File: config.mk
export PLATFORM = sky130hd
export DESIGN_NAME = imu_offset_calibrate_and_correct_flat
export DESIGN_NICKNAME = d
export VERILOG_FILES = /design/src/sv/imuoc_pkg.sv /design/src/sv/imuoc_if.sv /design/src/sv/imuoc_axis.sv /design/src/sv/imuoc_cal.sv /design/src/sv/imu_offset_calibrate_and_correct.sv /design/src/flat_wrapper.sv
export VERILOG_INCLUDE_DIRS = /design/src /design/src/sv
export SDC_FILE = /design/constraint.sdc
export NUM_CORES = 1
export LEC_CHECK = 0
export ABC_AREA = 1
export BUFFER_PORTS_ARGS = -buffer_cell sky130_fd_sc_hd__buf_2
export CORE_AREA = 5 5 290 292
export CTS_BUF_LIST = sky130_fd_sc_hd__clkbuf_16
export DETAILED_ROUTE_END_ITERATION = 8
export DIE_AREA = 0 0 295 297
export GPL_TIMING_DRIVEN = 0
export PLACE_DENSITY_LB_ADDON = 0.05
export RECOVER_POWER = 50
export SKIP_LAST_GASP = 1
export SLEW_MARGIN = 40
export SYNTH_ARGS = -nofsm -noshare
export SYNTH_HDL_FRONTEND = slang
export SYNTH_SLANG_ARGS = --single-unit
File: constraint.sdc
create_clock -name clk -period 13.9 [get_ports clk]
set_input_delay 2.78 -clock clk [delete_from_list [all_inputs] [get_ports clk]]
set_output_delay 2.78 -clock clk [all_outputs]
set_load 0.01 [all_outputs]
File: src/sv/imu_offset_calibrate_and_correct_defines.svh
// Assertion macros shared by the IMU offset calibration RTL.
// Depends on nothing; taken in by the files that carry assertions.
`ifndef IMU_OFFSET_CALIBRATE_AND_CORRECT_DEFINES_SVH
`define IMU_OFFSET_CALIBRATE_AND_CORRECT_DEFINES_SVH

// Same-cycle implication, disabled during reset.
`define IMUOC_ASSERT_IMP(label, clk, rst, ante, cons) \
  label: assert property (@(posedge clk) disable iff (rst) (ante) |-> (cons)) \
    else $error("%m: same-cycle check failed");

// Next-cycle implication, disabled during reset.
`define IMUOC_ASSERT_NXT(label, clk, rst, ante, cons) \
  label: assert property (@(posedge clk) disable iff (rst) (ante) |=> (cons)) \
    else $error("%m: next-cycle check failed");

`endif

File: src/sv/imuoc_pkg.sv
// Package for the IMU offset calibration block: types, axis indexes,
// register indexes and reset values. Depends on nothing.
package imuoc_pkg;

  localparam int AXES         = 6;
  localparam int SAMPLE_W     = 16;
  localparam int LIMIT_W      = 15;
  localparam int NEGATE_W     = 6;
  localparam int CFG_IDX_W    = 3;
  localparam int CFG_DATA_W   = 16;
  localparam int WIDE_W       = 19;  // raw - offset, negated, plus gravity
  localparam int CAL_SHIFT_DEF = 4;

  localparam int AXIS_ACCEL_Z = 2;
  localparam int ACCEL_AXES   = 3;

  typedef logic signed [SAMPLE_W-1:0] sample_t;
  typedef logic signed [WIDE_W-1:0]   wide_t;
  typedef logic [LIMIT_W-1:0]         limit_t;

  localparam wide_t WIDE_MAX = 19'sd32767;
  localparam wide_t WIDE_MIN = -19'sd32768;
  localparam sample_t SAMPLE_MAX = 16'sh7FFF;
  localparam sample_t SAMPLE_MIN = 16'sh8000;

  typedef enum logic {
    REQ_CAL     = 1'b0,
    REQ_MEASURE = 1'b1
  } req_t;

  typedef enum logic [CFG_IDX_W-1:0] {
    REG_ACCEL_LIMIT   = 3'd0,
    REG_GYRO_LIMIT    = 3'd1,
    REG_GRAVITY       = 3'd2,
    REG_AXIS_NEGATE   = 3'd3
  } reg_idx_t;

  localparam limit_t              ACCEL_LIMIT_RST = 15'd500;
  localparam limit_t              GYRO_LIMIT_RST  = 15'd5000;
  localparam sample_t             GRAVITY_RST     = 16'sd256;
  localparam logic [NEGATE_W-1:0] NEGATE_RST      = 6'd49;

  // Per-axis settings handed to one correction lane.
  typedef struct packed {
    logic    negate;
    sample_t gravity;
    limit_t  limit;
  } axis_cfg_t;

endpackage

File: src/sv/imuoc_if.sv
// Channel interfaces of the IMU offset calibration block: input frame,
// corrected result and register write. Depends on imuoc_pkg.
interface imuoc_frame_if;
  import imuoc_pkg::*;
  logic    valid;
  logic    ready;
  logic    req_type;
  sample_t accel_x_raw;
  sample_t accel_y_raw;
  sample_t accel_z_raw;
  sample_t roll_rate_raw;
  sample_t pitch_rate_raw;
  sample_t yaw_rate_raw;

  modport source(output valid, req_type, accel_x_raw, accel_y_raw, accel_z_raw,
                 roll_rate_raw, pitch_rate_raw, yaw_rate_raw, input ready);
  modport sink(input valid, req_type, accel_x_raw, accel_y_raw, accel_z_raw,
               roll_rate_raw, pitch_rate_raw, yaw_rate_raw, output ready);
endinterface

interface imuoc_result_if;
  import imuoc_pkg::*;
  logic    valid;
  logic    ready;
  sample_t accel_x_out;
  sample_t accel_y_out;
  sample_t accel_z_out;
  sample_t roll_rate_out;
  sample_t pitch_rate_out;
  sample_t yaw_rate_out;
  logic    accel_over_limit;
  logic    gyro_over_limit;

  modport source(output valid, accel_x_out, accel_y_out, accel_z_out,
                 roll_rate_out, pitch_rate_out, yaw_rate_out, accel_over_limit,
                 gyro_over_limit, input ready);
  modport sink(input valid, accel_x_out, accel_y_out, accel_z_out,
               roll_rate_out, pitch_rate_out, yaw_rate_out, accel_over_limit,
               gyro_over_limit, output ready);
endinterface

interface imuoc_cfg_if;
  import imuoc_pkg::*;
  logic                  valid;
  logic                  ready;
  logic [CFG_IDX_W-1:0]  index;
  logic [CFG_DATA_W-1:0] data;

  modport source(output valid, index, data, input ready);
  modport sink(input valid, index, data, output ready);
endinterface

File: src/sv/imuoc_axis.sv
// One correction lane: offset subtract, optional negate, gravity add,
// saturation test against the limit and clamp to 16 bits. Uses imuoc_pkg.
module imuoc_axis (
  input  imuoc_pkg::sample_t   raw,
  input  imuoc_pkg::sample_t   offset,
  input  imuoc_pkg::axis_cfg_t cfg,
  output imuoc_pkg::sample_t   value,
  output logic                 sat
);
  import imuoc_pkg::*;

  wide_t diff;
  wide_t signed_diff;
  wide_t corrected;
  wide_t lim;

  assign diff        = WIDE_W'(raw) - WIDE_W'(offset);
  assign signed_diff = cfg.negate ? -diff : diff;
  assign corrected   = signed_diff + WIDE_W'(cfg.gravity);
  assign lim         = $signed({{(WIDE_W-LIMIT_W){1'b0}}, cfg.limit});

  assign sat = (corrected > lim) || (corrected < -lim);

  always_comb begin
    if (corrected > WIDE_MAX) begin
      value = SAMPLE_MAX;
    end else if (corrected < WIDE_MIN) begin
      value = SAMPLE_MIN;
    end else begin
      value = corrected[SAMPLE_W-1:0];
    end
  end

endmodule

File: src/sv/imuoc_cal.sv
// Calibration accumulators, frame counter and per-axis offsets.
// Uses imuoc_pkg; offsets are the truncated-toward-zero window average.
module imuoc_cal #(
  parameter int CAL_SHIFT = imuoc_pkg::CAL_SHIFT_DEF
) (
  input  logic               clk,
  input  logic               rst,
  input  logic               en,
  input  imuoc_pkg::sample_t raw    [imuoc_pkg::AXES],
  output imuoc_pkg::sample_t offset [imuoc_pkg::AXES]
);
  import imuoc_pkg::*;

  localparam int SUM_W = SAMPLE_W + CAL_SHIFT;
  localparam int CNT_W = CAL_SHIFT + 1;
  localparam logic [CNT_W-1:0] LAST = CNT_W'((1 << CAL_SHIFT) - 1);
  localparam logic signed [SUM_W:0] RND = (SUM_W+1)'((1 << CAL_SHIFT) - 1);

  logic [CNT_W-1:0]        cal_frames;
  logic signed [SUM_W-1:0] cal_sum      [AXES];
  logic signed [SUM_W-1:0] cal_sum_next [AXES];
  logic signed [SUM_W:0]   biased       [AXES];
  logic signed [SUM_W:0]   shifted      [AXES];
  sample_t                 avg          [AXES];
  logic                    window_done;

  assign window_done = (cal_frames == LAST);

  for (genvar i = 0; i < AXES; i++) begin : g_axis
    assign cal_sum_next[i] = cal_sum[i] + SUM_W'(raw[i]);
    // bias negative sums so the arithmetic shift truncates toward zero
    assign biased[i]  = (SUM_W+1)'(cal_sum_next[i]) +
                        (cal_sum_next[i][SUM_W-1] ? RND : '0);
    assign shifted[i] = biased[i] >>> CAL_SHIFT;
    assign avg[i]     = shifted[i][SAMPLE_W-1:0];
  end

  always_ff @(posedge clk) begin
    if (rst) begin
      cal_frames <= '0;
      for (int i = 0; i < AXES; i++) begin
        cal_sum[i] <= '0;
        offset[i]  <= '0;
      end
    end else if (en) begin
      if (window_done) begin
        cal_frames <= '0;
        for (int i = 0; i < AXES; i++) begin
          cal_sum[i] <= '0;
          offset[i]  <= avg[i];
        end
      end else begin
        cal_frames <= cal_frames + 1'b1;
        for (int i = 0; i < AXES; i++) begin
          cal_sum[i] <= cal_sum_next[i];
        end
      end
    end
  end

endmodule

File: src/sv/imu_offset_calibrate_and_correct.sv
// Top level of the six-axis IMU offset calibration and correction block.
// Uses imuoc_pkg, the imuoc interfaces, imuoc_cal, imuoc_axis and the defines header.
//
// Usage:
//   frame  (sink)  : one six-axis raw frame per transaction. req_type
//                    calibrate frames feed the averaging window and give no
//                    result; measure frames give exactly one result.
//   result (source): corrected, clamped axes plus accel/gyro saturation flags.
//   cfg    (sink)  : register writes (index, data); always ready. Write only
//                    while the block is idle.
// Path: a measure frame is captured in the input register, then loaded into the
//   result register, from which it is presented on result.
// Throughput: one frame per cycle. Calibrate frames retire out of the input
//   register at once; measure frames move on whenever the result register is
//   empty or being taken the same cycle.
// Stall: when result is held off, one measure frame waits in the result
//   register and one more in the input register; frame.ready then drops.
// Reset (rst, synchronous): registers take their documented defaults,
//   offsets, accumulators and the window count clear, both stages empty.
`include "imu_offset_calibrate_and_correct_defines.svh"

module imu_offset_calibrate_and_correct #(
  parameter int CAL_SHIFT = imuoc_pkg::CAL_SHIFT_DEF
) (
  input  logic  clk,
  input  logic  rst,
  imuoc_frame_if.sink    frame,
  imuoc_result_if.source result,
  imuoc_cfg_if.sink      cfg
);
  import imuoc_pkg::*;

  // ---------------- configuration registers ----------------
  limit_t              accel_limit;
  limit_t              gyro_limit;
  sample_t             gravity_counts;
  logic [NEGATE_W-1:0] axis_negate;

  assign cfg.ready = 1'b1;

  always_ff @(posedge clk) begin
    if (rst) begin
      accel_limit    <= ACCEL_LIMIT_RST;
      gyro_limit     <= GYRO_LIMIT_RST;
      gravity_counts <= GRAVITY_RST;
      axis_negate    <= NEGATE_RST;
    end else if (cfg.valid) begin
      unique case (reg_idx_t'(cfg.index))
        REG_ACCEL_LIMIT: accel_limit    <= cfg.data[LIMIT_W-1:0];
        REG_GYRO_LIMIT:  gyro_limit     <= cfg.data[LIMIT_W-1:0];
        REG_GRAVITY:     gravity_counts <= cfg.data;
        REG_AXIS_NEGATE: axis_negate    <= cfg.data[NEGATE_W-1:0];
        default: ;  // unmapped index: ignored
      endcase
    end
  end

  // ---------------- input register ----------------
  logic    s1_valid;
  logic    s1_valid_next;
  req_t    s1_req;
  sample_t s1_raw [AXES];
  logic    s1_advance;
  logic    s1_cal;
  logic    s1_meas;
  logic    frame_take;

  // result register
  logic    out_valid;
  logic    out_valid_next;

  assign s1_cal     = s1_valid && (s1_req == REQ_CAL);
  assign s1_meas    = s1_valid && (s1_req == REQ_MEASURE);
  // calibrate frames never wait on the result side
  assign s1_advance = s1_cal || (s1_meas && (!out_valid || result.ready));
  assign frame.ready = !s1_valid || s1_advance;
  assign frame_take  = frame.valid && frame.ready;

  always_comb begin
    s1_valid_next = s1_valid;
    if (frame_take) begin
      s1_valid_next = 1'b1;
    end else if (s1_advance) begin
      s1_valid_next = 1'b0;
    end
  end

  always_ff @(posedge clk) begin
    if (rst) begin
      s1_valid <= 1'b0;
    end else begin
      s1_valid <= s1_valid_next;
    end
  end

  always_ff @(posedge clk) begin
    if (frame_take) begin
      s1_req    <= req_t'(frame.req_type);
      s1_raw[0] <= frame.accel_x_raw;
      s1_raw[1] <= frame.accel_y_raw;
      s1_raw[2] <= frame.accel_z_raw;
      s1_raw[3] <= frame.roll_rate_raw;
      s1_raw[4] <= frame.pitch_rate_raw;
      s1_raw[5] <= frame.yaw_rate_raw;
    end
  end

  // ---------------- calibration ----------------
  sample_t offset [AXES];

  imuoc_cal #(
    .CAL_SHIFT(CAL_SHIFT)
  ) u_cal (
    .clk   (clk),
    .rst   (rst),
    .en    (s1_cal),
    .raw   (s1_raw),
    .offset(offset)
  );

  // ---------------- correction lanes ----------------
  axis_cfg_t lane_cfg [AXES];
  sample_t   lane_val [AXES];
  logic [AXES-1:0] lane_sat;

  for (genvar i = 0; i < AXES; i++) begin : g_lane
    assign lane_cfg[i].negate  = axis_negate[i];
    assign lane_cfg[i].gravity = (i == AXIS_ACCEL_Z) ? gravity_counts : '0;
    assign lane_cfg[i].limit   = (i < ACCEL_AXES) ? accel_limit : gyro_limit;

    imuoc_axis u_axis (
      .raw   (s1_raw[i]),
      .offset(offset[i]),
      .cfg   (lane_cfg[i]),
      .value (lane_val[i]),
      .sat   (lane_sat[i])
    );
  end

  // ---------------- result register ----------------
  logic out_load;

  assign out_load = s1_meas && s1_advance;

  always_comb begin
    out_valid_next = out_valid;
    if (out_load) begin
      out_valid_next = 1'b1;
    end else if (result.ready) begin
      out_valid_next = 1'b0;
    end
  end

  always_ff @(posedge clk) begin
    if (rst) begin
      out_valid <= 1'b0;
    end else begin
      out_valid <= out_valid_next;
    end
  end

  always_ff @(posedge clk) begin
    if (out_load) begin
      result.accel_x_out      <= lane_val[0];
      result.accel_y_out      <= lane_val[1];
      result.accel_z_out      <= lane_val[2];
      result.roll_rate_out    <= lane_val[3];
      result.pitch_rate_out   <= lane_val[4];
      result.yaw_rate_out     <= lane_val[5];
      result.accel_over_limit <= |lane_sat[ACCEL_AXES-1:0];
      result.gyro_over_limit  <= |lane_sat[AXES-1:ACCEL_AXES];
    end
  end

  assign result.valid = out_valid;

  // ---------------- assertions ----------------
  // an empty input register always takes a frame
  `IMUOC_ASSERT_IMP(a_empty_ready, clk, rst, !s1_valid, frame.ready)
  // a calibrate frame never holds up the input side
  `IMUOC_ASSERT_IMP(a_cal_no_block, clk, rst, s1_cal, frame.ready)
  // a measure frame blocked by a stalled result stays in the input register
  `IMUOC_ASSERT_NXT(a_meas_holds, clk, rst, s1_meas && out_valid && !result.ready,
                    s1_valid && (s1_req == REQ_MEASURE))
  // a result only appears after a measure frame left the input register
  `IMUOC_ASSERT_IMP(a_out_from_meas, clk, rst, $rose(out_valid),
                    $past(s1_meas))

endmodule

File: src/flat_wrapper.sv
// flat-port wrapper written by rule: the top's interface ports become plain ports
module imu_offset_calibrate_and_correct_flat import imuoc_pkg::*;
#(
  parameter int CAL_SHIFT = imuoc_pkg::CAL_SHIFT_DEF
)
  (clk, rst, frame_valid, frame_req_type, frame_accel_x_raw, frame_accel_y_raw, frame_accel_z_raw, frame_roll_rate_raw, frame_pitch_rate_raw, frame_yaw_rate_raw, frame_ready, result_valid, result_accel_x_out, result_accel_y_out, result_accel_z_out, result_roll_rate_out, result_pitch_rate_out, result_yaw_rate_out, result_accel_over_limit, result_gyro_over_limit, result_ready, cfg_valid, cfg_index, cfg_data, cfg_ready);
  imuoc_frame_if frame_i ();
  imuoc_result_if result_i ();
  imuoc_cfg_if cfg_i ();
  input  logic clk;
  input  logic rst;
  input wire logic [$bits(frame_i.valid)-1:0] frame_valid;
  input wire logic [$bits(frame_i.req_type)-1:0] frame_req_type;
  input wire logic [$bits(frame_i.accel_x_raw)-1:0] frame_accel_x_raw;
  input wire logic [$bits(frame_i.accel_y_raw)-1:0] frame_accel_y_raw;
  input wire logic [$bits(frame_i.accel_z_raw)-1:0] frame_accel_z_raw;
  input wire logic [$bits(frame_i.roll_rate_raw)-1:0] frame_roll_rate_raw;
  input wire logic [$bits(frame_i.pitch_rate_raw)-1:0] frame_pitch_rate_raw;
  input wire logic [$bits(frame_i.yaw_rate_raw)-1:0] frame_yaw_rate_raw;
  output wire logic [$bits(frame_i.ready)-1:0] frame_ready;
  output wire logic [$bits(result_i.valid)-1:0] result_valid;
  output wire logic [$bits(result_i.accel_x_out)-1:0] result_accel_x_out;
  output wire logic [$bits(result_i.accel_y_out)-1:0] result_accel_y_out;
  output wire logic [$bits(result_i.accel_z_out)-1:0] result_accel_z_out;
  output wire logic [$bits(result_i.roll_rate_out)-1:0] result_roll_rate_out;
  output wire logic [$bits(result_i.pitch_rate_out)-1:0] result_pitch_rate_out;
  output wire logic [$bits(result_i.yaw_rate_out)-1:0] result_yaw_rate_out;
  output wire logic [$bits(result_i.accel_over_limit)-1:0] result_accel_over_limit;
  output wire logic [$bits(result_i.gyro_over_limit)-1:0] result_gyro_over_limit;
  input wire logic [$bits(result_i.ready)-1:0] result_ready;
  input wire logic [$bits(cfg_i.valid)-1:0] cfg_valid;
  input wire logic [$bits(cfg_i.index)-1:0] cfg_index;
  input wire logic [$bits(cfg_i.data)-1:0] cfg_data;
  output wire logic [$bits(cfg_i.ready)-1:0] cfg_ready;
  assign frame_i.valid = frame_valid;
  assign frame_i.req_type = frame_req_type;
  assign frame_i.accel_x_raw = frame_accel_x_raw;
  assign frame_i.accel_y_raw = frame_accel_y_raw;
  assign frame_i.accel_z_raw = frame_accel_z_raw;
  assign frame_i.roll_rate_raw = frame_roll_rate_raw;
  assign frame_i.pitch_rate_raw = frame_pitch_rate_raw;
  assign frame_i.yaw_rate_raw = frame_yaw_rate_raw;
  assign frame_ready = frame_i.ready;
  assign result_valid = result_i.valid;
  assign result_accel_x_out = result_i.accel_x_out;
  assign result_accel_y_out = result_i.accel_y_out;
  assign result_accel_z_out = result_i.accel_z_out;
  assign result_roll_rate_out = result_i.roll_rate_out;
  assign result_pitch_rate_out = result_i.pitch_rate_out;
  assign result_yaw_rate_out = result_i.yaw_rate_out;
  assign result_accel_over_limit = result_i.accel_over_limit;
  assign result_gyro_over_limit = result_i.gyro_over_limit;
  assign result_i.ready = result_ready;
  assign cfg_i.valid = cfg_valid;
  assign cfg_i.index = cfg_index;
  assign cfg_i.data = cfg_data;
  assign cfg_ready = cfg_i.ready;
  imu_offset_calibrate_and_correct #(.CAL_SHIFT(CAL_SHIFT)) u_core (.clk(clk), .rst(rst), .frame(frame_i), .result(result_i), .cfg(cfg_i));
endmodule
==> run_results.csv <==
group,metric,value,unit
clocking,cts_buffers,56,
setup_path,crit_start,"result_ready",
setup_path,path_max_fanout,2,
clocking,htreeDepth,2,
route,num_vias,38100,
setup_path,crit_type,"input pin to output pin",
synth,synth_nets,6204,
route,wl_per_cell,18.2,um
pwr,p_leak,21.9,nW
clocking,cts_tree,"done",
global_route,antenna_found_initial,0,
clocking,cts_hold_buf,0,
floorplanning,die_h,297,um
placed_design,portBuffers,219,
final_layout,fill_cells,8130,
sta,setup_viol,0,
synth,synth_top_area_share,23.5,%
synth,synth-seq-cells,470,
clocking,post_cts_resized,0,
final_layout,fin_util,54.8,%
setup_path,cp_cell_sequence,"buf_2, nor2_1, inv_1, nor2_1, inv_1, buf_2",
sta,fin_hold_ws,0.437,ns
setup_path,crit_path_end_kind,"output pin",
route,drtIter0Drc,3391,
clocking,ctsLongestPathBuffers,3,
route,drc,0,
status,status,"finished, final reports clean",
synth,synth_area_per_cell,7.17,sq um
synth,ys_seq_area_share,31.2,%
setup_path,critPathSlowestCell,"nor2_1",
pwr,power.density,103,mW/mm^2
placed_design,dp_slack,6.94,ns
min_path,hp-class,"register to register",
final_layout,drive_above_1_share,6.24,%
placed_design,gp_congestion,0.939,
setup_path,r2r_cells,34,
final_layout,syn2layout_area_growth,10.6,%
final_layout,fin_nets,6499,
global_route,grt_max_degree,34,
synth,synth_cell_type_count,76,
floorplanning,core_area,0.0813,sq mm
job,maxCapViolCount,0,
synth,synth-edff-count,315,
synth,yosysTopAreaCell,"edfxtp_1",
floorplanning,die_x,295,um
sta,worst_slack,7.15,ns
synth,ys_warn_count,0,
floorplanning,dieArea,0.0876,sq mm
global_route,grt_pass1_vias,35300,
setup_path,slowest_delay,0.31,ns
sta,hold_viol_final,0,
placed_design,dp_hpwl,105000,um
route,antenna_left,0,
global_route,grt_pass1_wl,195000,um
clocking,cts_setup_buffers,0,
sta,worst_pin_slew,1.16,ns
setup_path,endpoint,"frame_ready",
floorplanning,initial_core_util,49.5,%
synth,synthFlopType,"edfxtp_1",
floorplanning,ioPinCount,222,
sta,slew_headroom,22.5,%
route,routed_via_density,5.42,
setup_path,r2r-end,"u_core.result.accel_over_limit$_DFFE_PP_",
global_route,grt-ovfl-total,0,
sta,rsz0062_at_grt,"false",
sta,finalCritPeriodShare,48.5,%
global_route,track_usage,28.1,%
sta,setup-tns-final,0,ns
synth,syn_area,0.0402,sq mm
setup_path,regToRegSetupSlack,7.95,ns
floorplanning,row_count,105,
setup_path,cp-start-kind,"input pin",
final_layout,antenna_cells,0,
sta,slew_viol_final,0,
clocking,cts_sinks,470,
setup_path,cp.required,11.12,ns
synth,async_flop_share,0,%
clocking,clock_latency,0.64,ns
clocking,clkTransAtPathRegs,0.06,ns
pwr,peakVddDrop,101,uV
route,wl,128000,um
setup_path,worstPathArrival,3.97,ns
sta,fmaxAchievable,148,MHz
synth,ys_top_cells_by_area,"edfxtp_1 24%, ha_1 14%, nand2_1 14%",
sta,skew,0.0224,ns
route,detail_route.first_pass.iterations,5,
clocking,root_buffer,"clkbuf_16",
setup_path,r2r_start,"u_core.s1_raw[48]$_DFFE_PP_",
synth,netlist_instances,5615,
sta,fin_crit,6.75,ns
[final cells by class]
| type | count | area (sq um) | area share [%] |
|---|---|---|---|
| plain buffers | 83 | 369 | 0.829 |
| clock buffers | 59 | 1480 | 3.32 |
| clock inverters | 47 | 384 | 0.863 |
| inverters | 808 | 3030 | 6.81 |
| multi-input cells | 4254 | 24200 | 54.3 |
| flip-flops and latches | 470 | 12600 | 28.2 |
| well taps | 1070 | 1340 | 3.01 |
| repair buffers | 237 | 1180 | 2.65 |
[cell usage in the layout (no fill, tap or decap), types with 7 or more instances in the layout]
| cell type | count |
|---|---|
| xnor2_1 | 59 |
| nand2_1 | 1456 |
| nor2_1 | 571 |
| o31ai_1 | 10 |
| fa_1 | 13 |
| edfxtp_1 | 315 |
| nand4_1 | 116 |
| clkbuf_16 | 59 |
| a21boi_0 | 9 |
| or2_2 | 13 |
| nand3b_1 | 24 |
| nand3_1 | 353 |
| nor4_1 | 15 |
| clkbuf_1 | 109 |
| clkbuf_2 | 7 |
| o211ai_1 | 21 |
| nand2_2 | 12 |
| o21bai_1 | 20 |
| clkinv_1 | 18 |
| o21ai_1 | 14 |
| a21o_1 | 21 |
| xor2_1 | 173 |
| a21oi_1 | 431 |
| buf_2 | 192 |
| bufinv_16 | 7 |
| a31oi_1 | 23 |
| inv_2 | 8 |
| a211oi_1 | 14 |
| o21ai_0 | 266 |
| dfxtp_1 | 155 |
| inv_1 | 812 |
| and3_1 | 7 |
| nor3_1 | 69 |
| ha_1 | 455 |
[worst max-delay path, delay by kind of cell]
kind          cells  cell delay, ns
buf+inv           4            0.58
simple gates      2            0.60
[how the worst min path moves through the flow]
stage	cells past startpoint	from	end	slack, ns
floorplan	1	u_core.u_cal.cal_frames[3]$_SDFFE_PP0P_	u_core.u_cal.cal_frames[4]$_SDFFE_PP0P_	0.41
detailed placement	1	u_core.u_cal.cal_frames[3]$_SDFFE_PP0P_	u_core.u_cal.cal_frames[4]$_SDFFE_PP0P_	0.42
global route	1	u_core.u_cal.cal_frames[3]$_SDFFE_PP0P_	u_core.u_cal.cal_frames[4]$_SDFFE_PP0P_	0.46
finish	1	u_core.u_cal.cal_frames[3]$_SDFFE_PP0P_	u_core.u_cal.cal_frames[4]$_SDFFE_PP0P_	0.44
CTS	1	u_core.u_cal.cal_frames[3]$_SDFFE_PP0P_	u_core.u_cal.cal_frames[4]$_SDFFE_PP0P_	0.43
global placement	1	u_core.u_cal.cal_frames[3]$_SDFFE_PP0P_	u_core.u_cal.cal_frames[4]$_SDFFE_PP0P_	0.42
[state kept, by name, indices dropped and copies added, names as in the netlist]
register and flops:
u_core.u_cal.cal_sum 120, u_core.s1_raw 96, u_core.u_cal.offset 96, u_core.gravity_counts 16, u_core.result.accel_x_out 16, u_core.result.accel_y_out 16
u_core.result.accel_z_out 16, u_core.result.pitch_rate_out 16, u_core.result.roll_rate_out 16, u_core.result.yaw_rate_out 16, u_core.accel_limit 15, u_core.gyro_limit 15
u_core.axis_negate 6, u_core.u_cal.cal_frames 5, u_core.result.accel_over_limit 1, u_core.result.gyro_over_limit 1, u_core.result.valid 1, u_core.s1_req 1
u_core.s1_valid 1
[Yosys cell counts, types with 13 or more instances]
master,instances
nand2_2,15
o21ai_1,18
o21ai_0,262
clkbuf_1,66
a31oi_1,23
edfxtp_1,315
inv_1,797
nor2_1,567
nand4_1,116
fa_1,13
a21oi_1,430
ha_1,455
nor4_1,15
xor2_1,171
or2_2,13
nand3b_1,24
nor3_1,68
o211ai_1,21
nand3_1,350
xnor2_1,58
nand2_1,1453
a211oi_1,14
o21bai_1,20
a21o_1,21
dfxtp_1,155
[kinds of logic (layout without fill, tap and decap cells)]
family | after synthesis | count (layout) | share of synthesized area [%]
XOR/XNOR | 240 | 240 | 5.43
AND/OR/NAND/NOR | 2673 | 2673 | 28.1
flip-flops | 470 | 470 | 31.2
other | 1 | 1 | 0.00932
buffers and inverters | 891 | 1234 | 8.51
adder cells (fa/ha/maj) | 468 | 468 | 14.8
AO/OA/AOI/OAI | 872 | 872 | 12.0
[routing by layer]
metal	track usage, %	vias to the layer above	part of all wire (%)
li1	-	19200	-
met4	8.36	0	3.3
met3	3.23	209	6.4
met2	43.7	1089	43
met1	41.2	17500	47
met5	0	-	0
[power breakdown]
| part | total, mW | switching (mW) | internal [mW] |
|---|---|---|---|
| combinational | 1.45 | 0.985 | 0.460 |
| sequential | 1.61 | 0.0398 | 1.57 |
| clock | 1.52 | 0.627 | 0.890 |
| total | 4.57 | 1.65 | 2.92 |
[stage by stage]
| stage | area (sq um) | cells | total power [mW] |
|---|---|---|---|
| finish | 44500 | 7028 | 4.57 |
| global route | 44500 | 7028 | 4.85 |
| CTS | 45000 | 7027 | 4.60 |
| detailed placement | 43100 | 6921 | 3.08 |
| global placement | 42700 | 6904 | 3.06 |
| floorplan | 40200 | 5615 | 2.66 |
Note: power is estimated with default switching activity, not from simulation.
